File: config.mk
export PLATFORM = sky130hd
export DESIGN_NAME = pbm_isqrt
export DESIGN_NICKNAME = d
export VERILOG_FILES = /design/src/pbm_pkg.sv /design/src/pbm_isqrt.sv
export SDC_FILE = /design/constraint.sdc
export NUM_CORES = 2
export LEC_CHECK = 0
export ABC_CLOCK_PERIOD_IN_PS = 4400
export CAP_MARGIN = 20
export CORE_MARGIN = 3
export CORE_UTILIZATION = 40
export DETAILED_ROUTE_END_ITERATION = 7
export DONT_BUFFER_PORTS = 1
export GPL_ROUTABILITY_DRIVEN = 0
export PLACE_DENSITY = 0.67
export SKIP_CTS_REPAIR_TIMING = 1
export SLEW_MARGIN = 25
export SYNTH_ARGS = -nofsm -noshare
export SYNTH_HDL_FRONTEND = slang
export SYNTH_MEMORY_MAX_BITS = 65536
export SYNTH_SLANG_ARGS = --single-unit
File: constraint.sdc
create_clock -name aclk -period 4.4 [get_ports aclk]
set_input_delay 0.66 -clock aclk [delete_from_list [all_inputs] [get_ports aclk]]
set_output_delay 0.66 -clock aclk [all_outputs]
set_load 0.02 [all_outputs]
File: src/pbm_pkg.sv
// Package for the pixel blend mode unit: channel width, pipeline widths,
// blend mode codes and the item and divider request types.
// No dependencies.
`timescale 1ns / 1ps

package pbm_pkg;

    localparam int CH_BITS    = 16;
    localparam int FIELD_BITS = 16;
    localparam int QB         = CH_BITS + 1;
    localparam int WD         = 2 * CH_BITS;
    localparam int WN         = 3 * CH_BITS;
    localparam int WR         = WN + 2;

    typedef logic [CH_BITS-1:0] ch_t;
    typedef logic [QB-1:0]      quo_t;
    typedef logic [4:0]         mode_t;

    localparam ch_t CH_MAX = {CH_BITS{1'b1}};

    localparam mode_t MODE_NORMAL        = 5'd0;
    localparam mode_t MODE_MULTIPLY      = 5'd1;
    localparam mode_t MODE_SCREEN        = 5'd2;
    localparam mode_t MODE_OVERLAY       = 5'd3;
    localparam mode_t MODE_ADDITIVE      = 5'd4;
    localparam mode_t MODE_SOFT_LIGHT    = 5'd5;
    localparam mode_t MODE_DARKEN        = 5'd6;
    localparam mode_t MODE_LIGHTEN       = 5'd7;
    localparam mode_t MODE_COLOR_DODGE   = 5'd8;
    localparam mode_t MODE_COLOR_BURN    = 5'd9;
    localparam mode_t MODE_HARD_LIGHT    = 5'd10;
    localparam mode_t MODE_DIFFERENCE    = 5'd11;
    localparam mode_t MODE_EXCLUSION     = 5'd12;
    localparam mode_t MODE_LINEAR_DODGE  = 5'd13;
    localparam mode_t MODE_SUBTRACT      = 5'd14;
    localparam mode_t MODE_DIVIDE        = 5'd15;
    localparam mode_t MODE_LINEAR_BURN   = 5'd16;
    localparam mode_t MODE_VIVID_LIGHT   = 5'd17;
    localparam mode_t MODE_LINEAR_LIGHT  = 5'd18;
    localparam mode_t MODE_PIN_LIGHT     = 5'd19;
    localparam mode_t MODE_HARD_MIX      = 5'd20;
    localparam mode_t MODE_DARKER_COLOR  = 5'd21;
    localparam mode_t MODE_LIGHTER_COLOR = 5'd22;
    localparam mode_t MODE_LAST          = MODE_LIGHTER_COLOR;

    typedef struct packed {
        mode_t     mode;
        ch_t [2:0] s;
        ch_t [2:0] d;
        ch_t       sa;
        ch_t       da;
    } item_t;

    typedef struct packed {
        logic [WN-1:0] n;
        logic [WD-1:0] dv;
    } divop_t;

endpackage

File: src/pbm_isqrt.sv
// Pipelined floor square root of d*max for the three color channels,
// one root bit per stage. Carries the pixel item alongside.
// Depends on pbm_pkg.
`timescale 1ns / 1ps

module pbm_isqrt (
    input  logic                  aclk,
    input  logic                  aresetn,
    input  logic                  en,
    input  logic                  in_vld,
    input  pbm_pkg::item_t        in_item,
    output logic                  out_vld,
    output pbm_pkg::item_t        out_item,
    output pbm_pkg::ch_t [2:0]    out_root
);
    import pbm_pkg::*;

    localparam int WV = 2 * CH_BITS;

    logic          vld_reg  [CH_BITS];
    item_t         item_reg [CH_BITS];
    logic [WV-1:0] rem_reg  [CH_BITS][3];
    ch_t           root_reg [CH_BITS][3];

    genvar j, c;
    generate
        for (j = 0; j < CH_BITS; j++) begin : g_stage
            localparam int K = CH_BITS - 1 - j;
            logic  vld_prev;
            item_t item_prev;

            if (j == 0) begin : g_first
                assign vld_prev  = in_vld;
                assign item_prev = in_item;
            end else begin : g_rest
                assign vld_prev  = vld_reg[j-1];
                assign item_prev = item_reg[j-1];
            end

            always_ff @(posedge aclk) begin
                if (!aresetn) begin
                    vld_reg[j] <= 1'b0;
                end else if (en) begin
                    vld_reg[j] <= vld_prev;
                end
            end

            always_ff @(posedge aclk) begin
                if (en) begin
                    item_reg[j] <= item_prev;
                end
            end

            for (c = 0; c < 3; c++) begin : g_ch
                logic [WV-1:0] rem_prev;
                logic [WV-1:0] rem_next;
                ch_t           root_prev;
                ch_t           root_next;
                logic [WV:0]   trial;
                logic          fits;

                if (j == 0) begin : g_first
                    assign rem_prev  = {in_item.d[c], {CH_BITS{1'b0}}} - WV'(in_item.d[c]);
                    assign root_prev = '0;
                end else begin : g_rest
                    assign rem_prev  = rem_reg[j-1][c];
                    assign root_prev = root_reg[j-1][c];
                end

                assign trial     = ((WV+1)'(root_prev) << (K + 1)) + ((WV+1)'(1) << (2 * K));
                assign fits      = {1'b0, rem_prev} >= trial;
                assign rem_next  = fits ? (rem_prev - trial[WV-1:0]) : rem_prev;
                assign root_next = fits ? (root_prev | (ch_t'(1) << K)) : root_prev;

                always_ff @(posedge aclk) begin
                    if (en) begin
                        rem_reg[j][c]  <= rem_next;
                        root_reg[j][c] <= root_next;
                    end
                end
            end
        end

        for (c = 0; c < 3; c++) begin : g_out
            assign out_root[c] = root_reg[CH_BITS-1][c];
        end
    endgenerate

    assign out_vld  = vld_reg[CH_BITS-1];
    assign out_item = item_reg[CH_BITS-1];

endmodule

== Word-level counts from Yosys, hierarchy flattened ==
Memories as Yosys holds them, arrays and structs flattened.
Cells that the tools add are included.
Word-level totals
  memories: 4
  RAM bits: 4448
  input bits: 137
  output and inout bits: 182
  bits in registers: 0
Memories
  item_reg: words 16, width 133, rd ports 16, clocked after Yosys merged registers in 0, write ports 16, RTL line pbm_isqrt.sv:21  | item_t item_reg [CH_BITS];
  rem_reg: words 16, width 96, rd ports 15, clocked after Yosys merged registers in 0, write ports 16, RTL line pbm_isqrt.sv:22  | logic [WV-1:0] rem_reg [CH_BITS][3];
  root_reg: words 16, width 48, rd ports 16, clocked after Yosys merged registers in 0, write ports 16, RTL line pbm_isqrt.sv:23  | ch_t root_reg [CH_BITS][3];
  vld_reg: words 16, width 1, rd ports 16, clocked after Yosys merged registers in 0, write ports 16, RTL line pbm_isqrt.sv:20  | logic vld_reg [CH_BITS];
Cells by class
  bitwise operators: 16
  magnitude comparators: 48
  add/subtract/negate cells: 96
  multiplexer cells: 117
Operators by type and width (number)
  32-bit 2-to-1 mux: 48
  31-bit by 29-bit adder with 32-bit output, second input constant: 3
  32-bit by 18-bit >= comparator with 1-bit output: 3
  32-bit by 19-bit >= comparator with 1-bit output: 3
  32-bit by 20-bit >= comparator with 1-bit output: 3
  32-bit by 21-bit >= comparator with 1-bit output: 3
  32-bit by 22-bit >= comparator with 1-bit output: 3
  32-bit by 23-bit >= comparator with 1-bit output: 3
  32-bit by 24-bit >= comparator with 1-bit output: 3
  32-bit by 25-bit >= comparator with 1-bit output: 3
  32-bit by 26-bit >= comparator with 1-bit output: 3
  32-bit by 27-bit >= comparator with 1-bit output: 3
  32-bit by 28-bit >= comparator with 1-bit output: 3
  32-bit by 29-bit >= comparator with 1-bit output: 3
  32-bit by 30-bit >= comparator with 1-bit output: 3
  32-bit by 31-bit >= comparator with 1-bit output: 3
  32-bit by 31-bit >= comparator with 1-bit output, second input constant: 3
  32-bit >= comparator: 3
  32-bit by 16-bit subtractor with 32-bit output: 3
  32-bit by 18-bit subtractor with 32-bit output: 3
  32-bit by 19-bit subtractor with 32-bit output: 3
  32-bit by 20-bit subtractor with 32-bit output: 3
  32-bit by 21-bit subtractor with 32-bit output: 3
  32-bit by 22-bit subtractor with 32-bit output: 3
  42 further kinds: 160

== Longest topological paths before layout ==
  word-level depth: 4
  mapped depth: 16
  mapped depth without buffers: 16

== Worst setup path before layout ==
No wires, ideal clock.
  path type: input -> register
  start point: input in_item[36] in the netlist's numbering
  end point: memory rem_reg[0][95] in the netlist's numbering (data pin)
  required time: 4.120 ns
  setup slack: 0.104 ns
  setup time: 0.280 ns
  arrival time: 4.016 ns
  path buffers: 2
  stages: 13
  cells stage by stage: clkbuf_1 > or4_1 > clkbuf_1 > or4b_2 > or3_1 > nor2_1 > mux2i_1 > inv_1 > ha_1 > nand3b_1 > or4_1 > o41ai_1 > o21ai_0
RTL lines
  start: declaration: RTL line pbm_isqrt.sv:11  | input pbm_pkg::item_t in_item,
  end: declaration: RTL line pbm_isqrt.sv:22

==> impl_metrics.tcl <==
set metrics [dict create \
    status "completed" \
    synth_cell_types 81 \
    tritoncts "yes" \
    dp_cells 13800 \
    drv_slew 0 \
    setup_viol 0 \
    root_buffer "clkbuf_16" \
    fmax_mhz 254 \
    grt_pass1_vias 70800 \
    worstSkewPairLatency_ns 0.93 \
    drt_iter0_markers 5499 \
    p_leak_uw 0.0608 \
    ys_async_sr_fraction 0 \
    clk_pin_slew_ns 0.06 \
    hold_viol 0 \
    finalNetCount 10000 \
    netlist_area_sq_um 150000 \
    ctsHtreeMaxLevel 5 \
    synthFlopType "edfxtp_1" \
    num_vias 71600 \
    ys_ff_latch 3947 \
    arrival_ns 4.46 \
    synth_top_family_by_area "simple AND/OR/NAND/NOR gates" \
    rsz0062_at_grt "no" \
    hp-class "in2reg" \
    hpwlAfterDp_mm 153 \
    fp.dieW_um 619 \
    cts_num_sinks 3947 \
    worstHoldStart "in_item[32]" \
    finalWorstSetupSlack_ns 0.469 \
    synth_fa_ha_area_frac 0.0379 \
    syn_to_final_growth_pct 14.1 \
    io_pins 319 \
    core_sq_um 373000 \
    synth_edf_count 3946 \
    synthMuxAreaShare 0.00552 \
    yosys_warnings 0 \
    powerDensity_nw_per_um2 510 \
    syn_area_per_cell_sq_um 16.9 \
    design.die.area_sq_um 384000 \
    maxSlewHeadroom 0.307 \
    layoutNonFillerInstCount 14700 \
    first_pass_iters 8 \
    route.detailed.drc 0 \
    synth_top_cell_area_share 0.787 \
    cp-startpoint "en" \
    clock_path_buffers 4 \
    cts_inserted_buffers 393 \
    syn-num-nets 9499 \
    yosysMostFrequentCell "edfxtp_1" \
    period_needed_ns 3.93 \
    fin_crit_sh 0.893 \
    cp.required_ns 4.93 \
    yosysTopAreaCell "edfxtp_1" \
    wl_per_cell_um 16.2 \
    die_h_um 619 \
    grtUsageTotal 0.118 \
    place_ws_ns -1.32 \
    antenna_found_initial 10 \
    grt_pass1_wl_mm 374 \
    end_kind "register" \
    vias_per_cell 4.87 \
    worstReg2RegStart "rem_reg[6][133]" \
    layout-drive-gt1-share 0.0753 \
    initial_utilization 0.403 \
    crit_type "in2reg" \
    synth-simple-area-share 0.0682 \
    synth_compound_area_frac 0.0484 \
    synthTopCellsByCount "edfxtp_1, inv_1, nor2_1" \
    peakVddDrop_uv 418 \
    yosysSeqAreaShare 0.788 \
    cap_viol_max_count 0 \
    largest_reg_flops 2128 \
    fp-row-count 224 \
    synthTopCellsByArea "edfxtp_1, ha_1, xnor2_1, xor2_1, inv_1" \
    grt_max_degree 255 \
    grt_overflow 0 \
    portBuffers 0 \
    skew_ns 0.0809 \
    worstMarginPinSlew_ns 1.03 \
    cp_max_fo 156 \
    syn_inst 8906 \
    postRouteAntennaNets 0 \
    drt_wl_total_mm 239 \
    synthXorXnorAreaFrac 0.0362 \
    crit_path_start_kind "primary input" \
]
[worst max-delay path, stage by stage]
cell	delay, ns
buf_16	0.32
buf_16	0.39
buf_16	0.49
buf_16	0.39
buf_16	0.50
buf_16	0.38
buf_16	0.39
clkbuf_16	0.44
[report_power, final]
group          internal [uW]  switching, uW
registers              45500           1930
clock network          18600          13600
logic                   3340           4390
[metal layers]
layer | up-vias | GRT usage | part of all wire
met4 | 0 | 0.0415 | 0.032
met1 | 34500 | 0.158 | 0.45
li1 | 35000 | - | -
met3 | 535 | 0.0268 | 0.051
met5 | - | 0 | 0
met2 | 1674 | 0.191 | 0.47
[worst paths after layout]
path                            to  slack (ns)  cells after the start
setup / recovery  item_reg[3][258]        0.47                      8
hold / removal      rem_reg[0][73]        0.04                      2
hold reg to reg   item_reg[1][215]        0.36                      0
setup reg to reg    rem_reg[7][62]        0.59                      9
[per-stage QoR]
step           cell area [sq um]   util  total power (uW)  setup TNS, ns  hold WS [ns]
6_report                  172000  0.460             87500              0        0.0385
5_1_grt                   172000  0.460             91500              0       0.00497
4_1_cts                   170000  0.455             88500        -200.85        -0.296
3_5_place_dp              157000  0.421             55800       -1716.36         0.405
3_3_place_gp              157000  0.421             55200       -1324.17         0.400
2_1_floorplan             150000      -             53000              0         0.400
[layout by cell type, fill, tap and decap left out, drive strengths merged, types with 34 or more instances in the layout]
| cell type | count |
|---|---|
| and2 | 34 |
| ha | 456 |
| clkbuf | 485 |
| xor2 | 285 |
| a21o | 109 |
| nor4b | 40 |
| edfxtp | 3946 |
| nand2 | 422 |
| nor2b | 67 |
| a21oi | 328 |
| inv | 573 |
| o31ai | 61 |
| nand3 | 99 |
| clkinv | 174 |
| o21a | 96 |
| nor4 | 210 |
| xnor2 | 337 |
| nor3 | 194 |
| buf | 59 |
| or3 | 73 |
| nor2 | 465 |
| nand2b | 102 |
| or4 | 44 |
| mux2 | 64 |
| nand4 | 72 |
| dlygate4sd3 | 136 |
| o21ai | 343 |
[cell type report]
cell class | count | area [sq um]
multi-input cells | 4310 | 29600
well taps | 4972 | 6220
flip-flops and latches | 3947 | 119000
clock buffers | 480 | 10200
inverters | 555 | 2080
fillers | 30900 | 202000
clock inverters | 241 | 2470
repair buffers | 200 | 2550
diodes | 8 | 20.0
[logic make-up after synthesis]
kind of cell               count (synthesis)
adders and majority gates                456
and+or+nand+nor                         1985
AOI/OAI and AO/OA                       1172
DFF                                     3947
muxes                                     75
xor gates and xnor gates                 622
buffers and inverters                    649
No activity file was read; power rests on OpenSTA's default activity.
