### src/pbm_pkg.sv
// Package for the pixel blend mode unit: channel width, pipeline widths,
// blend mode codes and the item and divider request types.
// No dependencies.
`timescale 1ns / 1ps

package pbm_pkg;

    localparam int CH_BITS    = 16;
    localparam int FIELD_BITS = 16;
    localparam int QB         = CH_BITS + 1;
    localparam int WD         = 2 * CH_BITS;
    localparam int WN         = 3 * CH_BITS;
    localparam int WR         = WN + 2;

    typedef logic [CH_BITS-1:0] ch_t;
    typedef logic [QB-1:0]      quo_t;
    typedef logic [4:0]         mode_t;

    localparam ch_t CH_MAX = {CH_BITS{1'b1}};

    localparam mode_t MODE_NORMAL        = 5'd0;
    localparam mode_t MODE_MULTIPLY      = 5'd1;
    localparam mode_t MODE_SCREEN        = 5'd2;
    localparam mode_t MODE_OVERLAY       = 5'd3;
    localparam mode_t MODE_ADDITIVE      = 5'd4;
    localparam mode_t MODE_SOFT_LIGHT    = 5'd5;
    localparam mode_t MODE_DARKEN        = 5'd6;
    localparam mode_t MODE_LIGHTEN       = 5'd7;
    localparam mode_t MODE_COLOR_DODGE   = 5'd8;
    localparam mode_t MODE_COLOR_BURN    = 5'd9;
    localparam mode_t MODE_HARD_LIGHT    = 5'd10;
    localparam mode_t MODE_DIFFERENCE    = 5'd11;
    localparam mode_t MODE_EXCLUSION     = 5'd12;
    localparam mode_t MODE_LINEAR_DODGE  = 5'd13;
    localparam mode_t MODE_SUBTRACT      = 5'd14;
    localparam mode_t MODE_DIVIDE        = 5'd15;
    localparam mode_t MODE_LINEAR_BURN   = 5'd16;
    localparam mode_t MODE_VIVID_LIGHT   = 5'd17;
    localparam mode_t MODE_LINEAR_LIGHT  = 5'd18;
    localparam mode_t MODE_PIN_LIGHT     = 5'd19;
    localparam mode_t MODE_HARD_MIX      = 5'd20;
    localparam mode_t MODE_DARKER_COLOR  = 5'd21;
    localparam mode_t MODE_LIGHTER_COLOR = 5'd22;
    localparam mode_t MODE_LAST          = MODE_LIGHTER_COLOR;

    typedef struct packed {
        mode_t     mode;
        ch_t [2:0] s;
        ch_t [2:0] d;
        ch_t       sa;
        ch_t       da;
    } item_t;

    typedef struct packed {
        logic [WN-1:0] n;
        logic [WD-1:0] dv;
    } divop_t;

endpackage

### src/pbm_finish.sv
// Final per-mode selection, guards, saturation and alpha rule, into the
// output register. Depends on pbm_pkg.
`timescale 1ns / 1ps

module pbm_finish (
    input  logic                 aclk,
    input  logic                 aresetn,
    input  logic                 en,
    input  logic                 in_vld,
    input  pbm_pkg::item_t       in_item,
    input  pbm_pkg::quo_t [3:0]  in_q,
    output logic                 out_vld,
    output pbm_pkg::ch_t [3:0]   out_px
);
    import pbm_pkg::*;

    typedef logic [CH_BITS+1:0] wide_t;

    localparam wide_t MAX_W = wide_t'(CH_MAX);

    function automatic ch_t sat_w(input wide_t v);
        return (v > MAX_W) ? CH_MAX : v[CH_BITS-1:0];
    endfunction

    function automatic ch_t min_m(input quo_t q);
        return (q > quo_t'(CH_MAX)) ? CH_MAX : q[CH_BITS-1:0];
    endfunction

    function automatic ch_t over_fin(input logic low, input quo_t q);
        ch_t r;
        if (low) begin
            r = min_m(q);
        end else if (q >= quo_t'(CH_MAX)) begin
            r = '0;
        end else begin
            r = CH_MAX - q[CH_BITS-1:0];
        end
        return r;
    endfunction

    function automatic ch_t mix_fin(input mode_t mode, input ch_t s, input ch_t d,
                                    input ch_t sa, input ch_t da, input quo_t q);
        wide_t ws;
        wide_t wd;
        wide_t w2s;
        wide_t sd;
        wide_t qq;
        wide_t tmp;
        ch_t   mq;
        ch_t   r;
        logic  low_s;
        ws    = wide_t'(s);
        wd    = wide_t'(d);
        w2s   = ws << 1;
        sd    = ws + wd;
        qq    = wide_t'(q);
        mq    = min_m(q);
        low_s = w2s <= MAX_W;
        tmp   = '0;
        case (mode)
            MODE_MULTIPLY: r = sat_w(qq);
            MODE_SCREEN: r = sat_w(sd - qq);
            MODE_OVERLAY: r = over_fin((wd << 1) < MAX_W, q);
            MODE_ADDITIVE, MODE_LINEAR_DODGE: r = sat_w(sd);
            MODE_SOFT_LIGHT: begin
                if (low_s) begin
                    tmp = wd - qq;
                    r   = (qq >= wd) ? '0 : tmp[CH_BITS-1:0];
                end else begin
                    r = sat_w(wd + qq);
                end
            end
            MODE_DARKEN: r = (s < d) ? s : d;
            MODE_LIGHTEN: r = (s > d) ? s : d;
            MODE_COLOR_DODGE: r = (d == '0) ? '0 : ((s == CH_MAX) ? CH_MAX : mq);
            MODE_COLOR_BURN: r = (d == CH_MAX) ? CH_MAX : ((s == '0) ? '0 : (CH_MAX - mq));
            MODE_HARD_LIGHT: r = over_fin(w2s < MAX_W, q);
            MODE_DIFFERENCE: r = (s > d) ? (s - d) : (d - s);
            MODE_EXCLUSION: r = (sd >= qq) ? sat_w(sd - qq) : '0;
            MODE_SUBTRACT: r = (d > s) ? (d - s) : '0;
            MODE_DIVIDE: r = (d != '0) ? mq : CH_MAX;
            MODE_LINEAR_BURN: begin
                tmp = sd - MAX_W;
                r   = (sd > MAX_W) ? tmp[CH_BITS-1:0] : '0;
            end
            MODE_VIVID_LIGHT: begin
                if (low_s) begin
                    r = (s == '0) ? '0 : (CH_MAX - mq);
                end else begin
                    r = (s == CH_MAX) ? CH_MAX : mq;
                end
            end
            MODE_LINEAR_LIGHT: begin
                tmp = wd + w2s;
                r   = (tmp > MAX_W) ? sat_w(tmp - MAX_W) : '0;
            end
            MODE_PIN_LIGHT: begin
                if (low_s) begin
                    r = (wd < w2s) ? d : w2s[CH_BITS-1:0];
                end else begin
                    tmp = w2s - MAX_W;
                    r   = (wd > tmp) ? d : tmp[CH_BITS-1:0];
                end
            end
            MODE_HARD_MIX: r = (sd >= MAX_W) ? CH_MAX : '0;
            default: r = ((sa == '0) && (da == '0)) ? '0 : sat_w(qq);
        endcase
        return r;
    endfunction

    logic       vld_reg;
    ch_t [3:0]  px_reg;
    ch_t [3:0]  px_next;

    always_comb begin
        ch_t   a;
        wide_t wsa;
        wide_t wda;
        wide_t ss;
        wide_t ds;
        logic  pick_src;
        wsa = wide_t'(in_item.sa);
        wda = wide_t'(in_item.da);
        case (in_item.mode)
            MODE_MULTIPLY: a = min_m(in_q[3]);
            MODE_SCREEN: a = sat_w(wsa + wda - wide_t'(in_q[3]));
            MODE_ADDITIVE: a = sat_w(wsa + wda);
            MODE_HARD_LIGHT: a = sat_w(wda + wide_t'(in_q[3]));
            default: a = sat_w(wsa + wide_t'(in_q[3]));
        endcase
        ss = wide_t'(in_item.s[0]) + wide_t'(in_item.s[1]) + wide_t'(in_item.s[2]);
        ds = wide_t'(in_item.d[0]) + wide_t'(in_item.d[1]) + wide_t'(in_item.d[2]);
        pick_src = (in_item.mode == MODE_DARKER_COLOR) ? (ss <= ds) : (ss >= ds);
        for (int c = 0; c < 3; c++) begin
            if ((in_item.mode == MODE_DARKER_COLOR) || (in_item.mode == MODE_LIGHTER_COLOR)) begin
                px_next[c] = pick_src ? in_item.s[c] : in_item.d[c];
            end else begin
                px_next[c] = mix_fin(in_item.mode, in_item.s[c], in_item.d[c],
                                     in_item.sa, in_item.da, in_q[c]);
            end
        end
        px_next[3] = a;
        if (((in_item.mode == MODE_NORMAL) || (in_item.mode == MODE_OVERLAY) ||
             (in_item.mode == MODE_HARD_LIGHT)) && (a == '0)) begin
            px_next = '0;
        end
    end

    always_ff @(posedge aclk) begin
        if (!aresetn) begin
            vld_reg <= 1'b0;
        end else if (en) begin
            vld_reg <= in_vld;
        end
    end

    always_ff @(posedge aclk) begin
        if (en) begin
            px_reg <= px_next;
        end
    end

    assign out_vld = vld_reg;
    assign out_px  = px_reg;

endmodule

### config.mk
export PLATFORM = sky130hd
export DESIGN_NAME = pbm_finish
export DESIGN_NICKNAME = d
export VERILOG_FILES = /design/src/pbm_pkg.sv /design/src/pbm_finish.sv
export SDC_FILE = /design/constraint.sdc
export NUM_CORES = 2
export LEC_CHECK = 0
export ABC_AREA = 1
export BUFFER_PORTS_ARGS = -buffer_cell sky130_fd_sc_hd__buf_4
export CAP_MARGIN = 20
export CORE_UTILIZATION = 35
export CTS_CLUSTER_DIAMETER = 150
export DETAILED_ROUTE_END_ITERATION = 7
export HOLD_SLACK_MARGIN = 0.06
export PLACE_DENSITY = 0.53
export SYNTH_ARGS = -nofsm -noshare
export SYNTH_HDL_FRONTEND = slang
export SYNTH_SLANG_ARGS = --single-unit
### constraint.sdc
create_clock -name aclk -period 6.5 [get_ports aclk]
set_input_delay 0 -clock aclk [delete_from_list [all_inputs] [get_ports aclk]]
set_output_delay 0 -clock aclk [all_outputs]
set_load 0.005 [all_outputs]
### Word level (Yosys, flattened, before mapping)

Cells that the tools add are included.

| storage, ports and cells | value |
|---|---|
| register bits | 65 |
| bits of input ports | 205 |

| operators by class | value |
|---|---|
| $add $sub $neg | 44 |
| $lt $le $gt $ge | 64 |
| equality and inequality tests | 28 |
| mux-type cells | 103 |
| reduce and logical (&&, ||, !) cells | 19 |

Operator list:

| cell | count |
|---|---|
| $mux W16 | 98 |
| $pmux W16 S19 | 3 |
| $gt A18 B16 Y1 const B | 15 |
| $gt A17 B16 Y1 const B | 11 |
| $add A16 B17 Y18 | 8 |
| $logic_not A16 Y1 | 9 |
| $sub A16 B16 Y16 | 9 |
| $add A16 B16 Y17 | 6 |
| $ge A17 B16 Y1 const B | 6 |
| $lt A17 B16 Y1 const B | 6 |
| $eq A16 B16 Y1 const B | 6 |
| $gt A16 B16 Y1 | 6 |
| $sub A16 B16 Y16 const A | 6 |
| $pmux W16 S4 | 1 |
| $gt A16 B18 Y1 | 3 |
| $sub A17 B16 Y18 const B | 3 |
| $sub A17 B17 Y18 | 3 |
| $sub A18 B16 Y18 const B | 3 |
| $ge A17 B16 Y1 | 3 |
| $ge A17 B17 Y1 | 3 |
| $le A17 B16 Y1 const B | 3 |
| $lt A16 B17 Y1 | 3 |
| $lt A16 B16 Y1 | 3 |
| $reduce_bool A16 Y1 | 3 |
| 15 further kinds | 38 |

### Depth between registers and ports, before layout

| logic depth | value |
|---|---|
| word-level depth | 7 |
| depth in mapped cells | 34 |

### Worst setup path after synthesis

Ideal clock, no wire load.

| path | value |
|---|---|
| path kind | input port to flip-flop |
| start | input in_item[33] in the netlist's numbering |
| end | register px_reg, in the netlist out_px[42], data pin |
| data arrival time | 4296 ps |
| data required time | 6241 ps |
| slack | 1945 ps |
| stages on the path | 34 |
| cells stage by stage | fa_1 ha_1 fa_1 nand3_1 nand3_1 a21oi_1 o21bai_1 nand2_1 nand2_1 a21oi_1 inv_1 a21oi_1 o21bai_1 a21oi_1 o21bai_1 nand2_1 nand2_1 nand2_1 nand2_1 ha_1 nand2_1 inv_1 o21ai_0 nand2_1 a21oi_1 nand3_1 o21ai_0 nand3_1 inv_1 clkbuf_1 clkbuf_1 a21oi_1 o21ai_0 a21oi_2 |

| on the way | value |
|---|---|
| longest elaborated chain between the ends | 6 |
| elaborated cells on any way between the ends | 7 |

Ends and longest elaborated chain:

| element | line | source |
|---|---|---|
| from (decl) | pbm_finish.sv:10 | `input pbm_pkg::item_t in_item,` |
| $add A16 B16 Y17 * | pbm_finish.sv:132 | `ds = wide_t'(in_item.d[0]) + wide_t'(in_item.d[1]) + wide_t'(in_item.d[2]);` |
| $add A17 B16 Y18 * | pbm_finish.sv:132 |  |
| $ge A18 B18 Y1 or $le A18 B18 Y1 (tied branches) | pbm_finish.sv:133 | `pick_src = (in_item.mode == MODE_DARKER_COLOR) ? (ss <= ds) : (ss >= ds);` |
| $mux W1 * | pbm_finish.sv:133 |  |
| $mux W16 * | pbm_finish.sv:136 | `px_next[c] = pick_src ? in_item.s[c] : in_item.d[c];` |
| $mux W16 * | pbm_finish.sv:135 | `if ((in_item.mode == MODE_DARKER_COLOR) \|\| (in_item.mode == MODE_LIGHTER_COLOR)) begin` |
| to (signal assigned) | pbm_finish.sv:159 | `px_reg <= px_next;` |
| to (decl) | pbm_finish.sv:112 | `ch_t [3:0] px_reg;` |

Mark *: on every way between the ends. The rest lies on a longest branch, timed or not.
A chain may end at the register's enable or synchronous reset.

### Worst setup path after layout

| path | value |
|---|---|
| start | input in_item[54] in the netlist's numbering |
| end | register px_reg, in the netlist out_px[26], data pin |

| on the way | value |
|---|---|
| longest elaborated chain between the ends | 7 |
| elaborated cells on any way between the ends | 55 |

Ends and longest elaborated chain:

| element | line | source |
|---|---|---|
| $add A16 B17 Y18 or $add A16 B16 Y17 (tied branches) | pbm_finish.sv:94, pbm_finish.sv:55 |  |
| $sub A18 B16 Y18 or $sub A17 B17 Y18 (tied branches) | pbm_finish.sv:95, pbm_finish.sv:62, pbm_finish.sv:79 |  |
| $gt A18 B16 Y1 | pbm_finish.sv:22 | `return (v > MAX_W) ? CH_MAX : v[CH_BITS-1:0];` |
| $mux W16 | pbm_finish.sv:22 |  |
| $mux W16 (on tied branches) | pbm_finish.sv:95, pbm_finish.sv:79 |  |
| $pmux W16 S19 | pbm_finish.sv:60 | `case (mode)` |
| $mux W16 * | pbm_finish.sv:135 |  |

Marks and branches as above.

==> flow_summary.json <==
{
  "status": "finished, final reports clean",
  "synth_top_area_cell": "nand2_1",
  "insertion_delay_ns": 0.42,
  "setup_viol": 0,
  "holdWs_ns": 0.161,
  "finalMaxSlewViolations": 0,
  "synth.distinct_cells": 63,
  "power_density_mw_per_mm2": 148,
  "path_common_cell": "inv_1",
  "grt_pass1_vias": 57000,
  "whs_path_depth": 5,
  "place_area_mm2": 0.0502,
  "avgSynthCellArea_um2": 5.49,
  "nets": 9372,
  "critPathMaxFanout": 14,
  "synth_ff_type": "edfxtp_1",
  "cts_buffers": 9,
  "row_count": 132,
  "hp-class": "primary input to flip-flop",
  "area_delta_synth_final_pct": 9.86,
  "clock_path_buffers": 2,
  "yosys_warnings": 0,
  "gp_congestion": 1.07,
  "start_kind": "primary input",
  "drt-wirelength-per-cell_um": 29.1,
  "cts_tree": "yes",
  "fmax_mhz": 178,
  "chipHeight_um": 365,
  "worstSetupPathType": "primary input to flip-flop",
  "grt_most_used_layer": "met2",
  "synth.area.top_cells": "nand2_1 (18%), ha_1 (15%), a21oi_1 (9.2%)",
  "vias": 62000,
  "min_period_ns": 5.63,
  "rsz0062_at_grt": "no",
  "cp_num_cells": 24,
  "final_layout_size_suffix_gt1_share_pct": 7.74,
  "viasPerCell": 6.01,
  "finalWirelength_um": 300000,
  "syn-num-nets": 9203,
  "drtIter0Drc": 8607,
  "grt_antenna_before_repair": 15,
  "floorplan.initialDensity_pct": 35.4,
  "top_level_ports": 270,
  "grt_pass1_wl_um": 416000,
  "drv_cap": 0,
  "tightest_slew_ns": 1.13,
  "slowest_stage": "ha_1",
  "overflow": 0,
  "critPathMaxStageDelay_ns": 0.59,
  "antenna_left": 0,
  "final.setup_skew_ns": 0,
  "critPathRequiredTime_ns": 6.66,
  "drc_errors": 0,
  "die_w_um": 365,
  "period_share_pct": 86.5,
  "dr.pass1.iters": 6,
  "grt_max_degree": 51,
  "yosysSeqAreaShare_pct": 4.22,
  "finalHoldViolCount": 0,
  "async_flop_share_pct": 0,
  "maxSlewHeadroom_pct": 24.1,
  "endpoint_kind": "flip-flop",
  "leakagePower_nw": 25.8,
  "met3_usage_pct": 11.5,
  "irDropWorstVdd_v": 0.000150,
  "syn_inst": 8391,
  "ys_ff_latch": 65,
  "synth.cell_area_mm2": 0.0461,
  "dp.cells": 10300,
  "clk_transition_reported_paths_ns": 0.08,
  "synth.most_common_cell": "nand2_1",
  "reg2reg_depth": 3,
  "path_buf_inv": 6,
  "critPathTopFamily": "simple AND/OR/NAND/NOR gates",
  "synth-edff-count": 64,
  "cts-root-buf": "clkbuf_16",
  "setup_tns_ns": 0,
  "portBuffers": 269,
  "htree_num_levels": 3,
  "dp_hpwl_um": 239000,
  "synth_common_cells": "nand2_1 (2193), inv_1 (954), nor2_1 (933), a21oi_1 (851), nand3_1 (769)",
  "grt_util_met2_pct": 63.5,
  "clock-sinks": 65,
  "dieArea_mm2": 0.133,
  "layout.cells.non_filler": 10300,
  "coreArea_mm2": 0.130,
  "use_met1_pct": 57.0,
  "worstPathArrival_ns": 5.79,
  "path_cells": "buf_4 -> inv_1 -> ha_1 -> inv_1 -> a21oi_1 -> nand3_1 -> xor2_1 -> inv_1 -> ha_1 -> inv_1 -> o21ai_0 -> nor2_1 -> nand2_1 -> nand2_1 -> nand3_1 -> nand3_1 -> inv_1 -> a21oi_1 -> nor3_1 -> nand2_1 -> a21oi_1 -> nand4_1 -> nand2_1 -> a21oi_1",
  "yosys.area.top_type_share_pct": 17.9,
  "stdcell_area_mm2": 0.0506,
  "grtUsageTotal_pct": 43.4
}
timing repair:
action | CTS | global route
buffers inserted | 0 | 0
endpoints found under the hold margin | 18 | 0
gates resized for setup | 0 | 0
hold buffers | 3 | 0
cells by family after synthesis:
family                     Yosys count  share of synthesized area (%)
AOI/OAI and AO/OA                 1747                           20.6
xor gates and xnor gates           272                           5.49
adders and majority gates          607                           17.5
buffers and inverters             1297                           11.2
DFF                                 65                           4.22
and+or+nand+nor                   4403                           41.0
path summary, 6_finish.rpt:
| kind | slack [ns] | from | endpoint |
|---|---|---|---|
| worst max-delay path | 0.87 | in_item[54] | out_px[26]$_SDFFCE_PP0P_ |
| worst max register to register | 5.31 | out_vld$_SDFFE_PN0P_ | out_vld$_SDFFE_PN0P_ |
| worst min register to register | 1.10 | out_vld$_SDFFE_PN0P_ | out_vld$_SDFFE_PN0P_ |
| worst min-delay path | 0.16 | in_q[55] | out_px[52]$_SDFFCE_PP0P_ |
layout by cell type (no fill, tap or decap), types with 16 or more instances in the layout:
| master | instances |
|---|---|
| nand2_1 | 2193 |
| inv_1 | 951 |
| nor2_1 | 925 |
| a21oi_1 | 850 |
| nand3_1 | 769 |
| o21ai_0 | 582 |
| ha_1 | 545 |
| buf_4 | 427 |
| xor2_1 | 198 |
| nand4_1 | 196 |
| nor3_1 | 107 |
| o21bai_1 | 68 |
| edfxtp_1 | 64 |
| xnor2_1 | 62 |
| fa_1 | 62 |
| o211ai_1 | 58 |
| inv_2 | 49 |
| nand2_2 | 44 |
| a21o_1 | 36 |
| o21ai_1 | 35 |
| nand3b_1 | 28 |
| nor4_1 | 28 |
| o21a_1 | 25 |
| nor2_2 | 23 |
| a21oi_2 | 16 |
| a31oi_1 | 16 |
state kept, by name, summed over array words and instances (netlist names):
register / flops
out_vld: 1
out_px: 64
metrics by stage:
step	power (mW)	worst slack, ns	utilization (%)
2_1_floorplan	4.33	1.95	-
3_3_place_gp	6.61	0.833	38.6
3_5_place_dp	6.59	0.766	38.6
4_1_cts	7.27	1.20	38.9
5_1_grt	7.94	0.598	38.9
6_report	7.49	0.874	38.9
area by class of cell:
| class | instances | area, um2 |
|---|---|---|
| timing repair buffer | 432 | 3280 |
| inverter | 1023 | 3860 |
| clock buffer | 9 | 225 |
| tap | 1742 | 2180 |
| sequential | 65 | 1940 |
| fill | 15000 | 79400 |
| multi-input combinational | 7029 | 39000 |
| antenna | 9 | 22.5 |
| clock inverter | 7 | 101 |
worst reg2reg max path: stages, from the launching register on:
cell and delay (ns):
dfxtp_1 0.32, o21ai_0 0.15, a21oi_1 0.05, dlygate4sd3_1 0.56
per-layer routing:
layer | up-vias | wire [um]
met3 | 825 | 35200
met2 | 3941 | 122000
met5 | - | 39
met1 | 29200 | 123000
li1 | 28100 | -
met4 | 8 | 19900
power by group:
part | internal (mW) | switching [mW]
clock | 0.341 | 0.308
combinational | 1.83 | 4.37
sequential | 0.557 | 0.0849
Note: power is estimated with default switching activity, not from simulation.
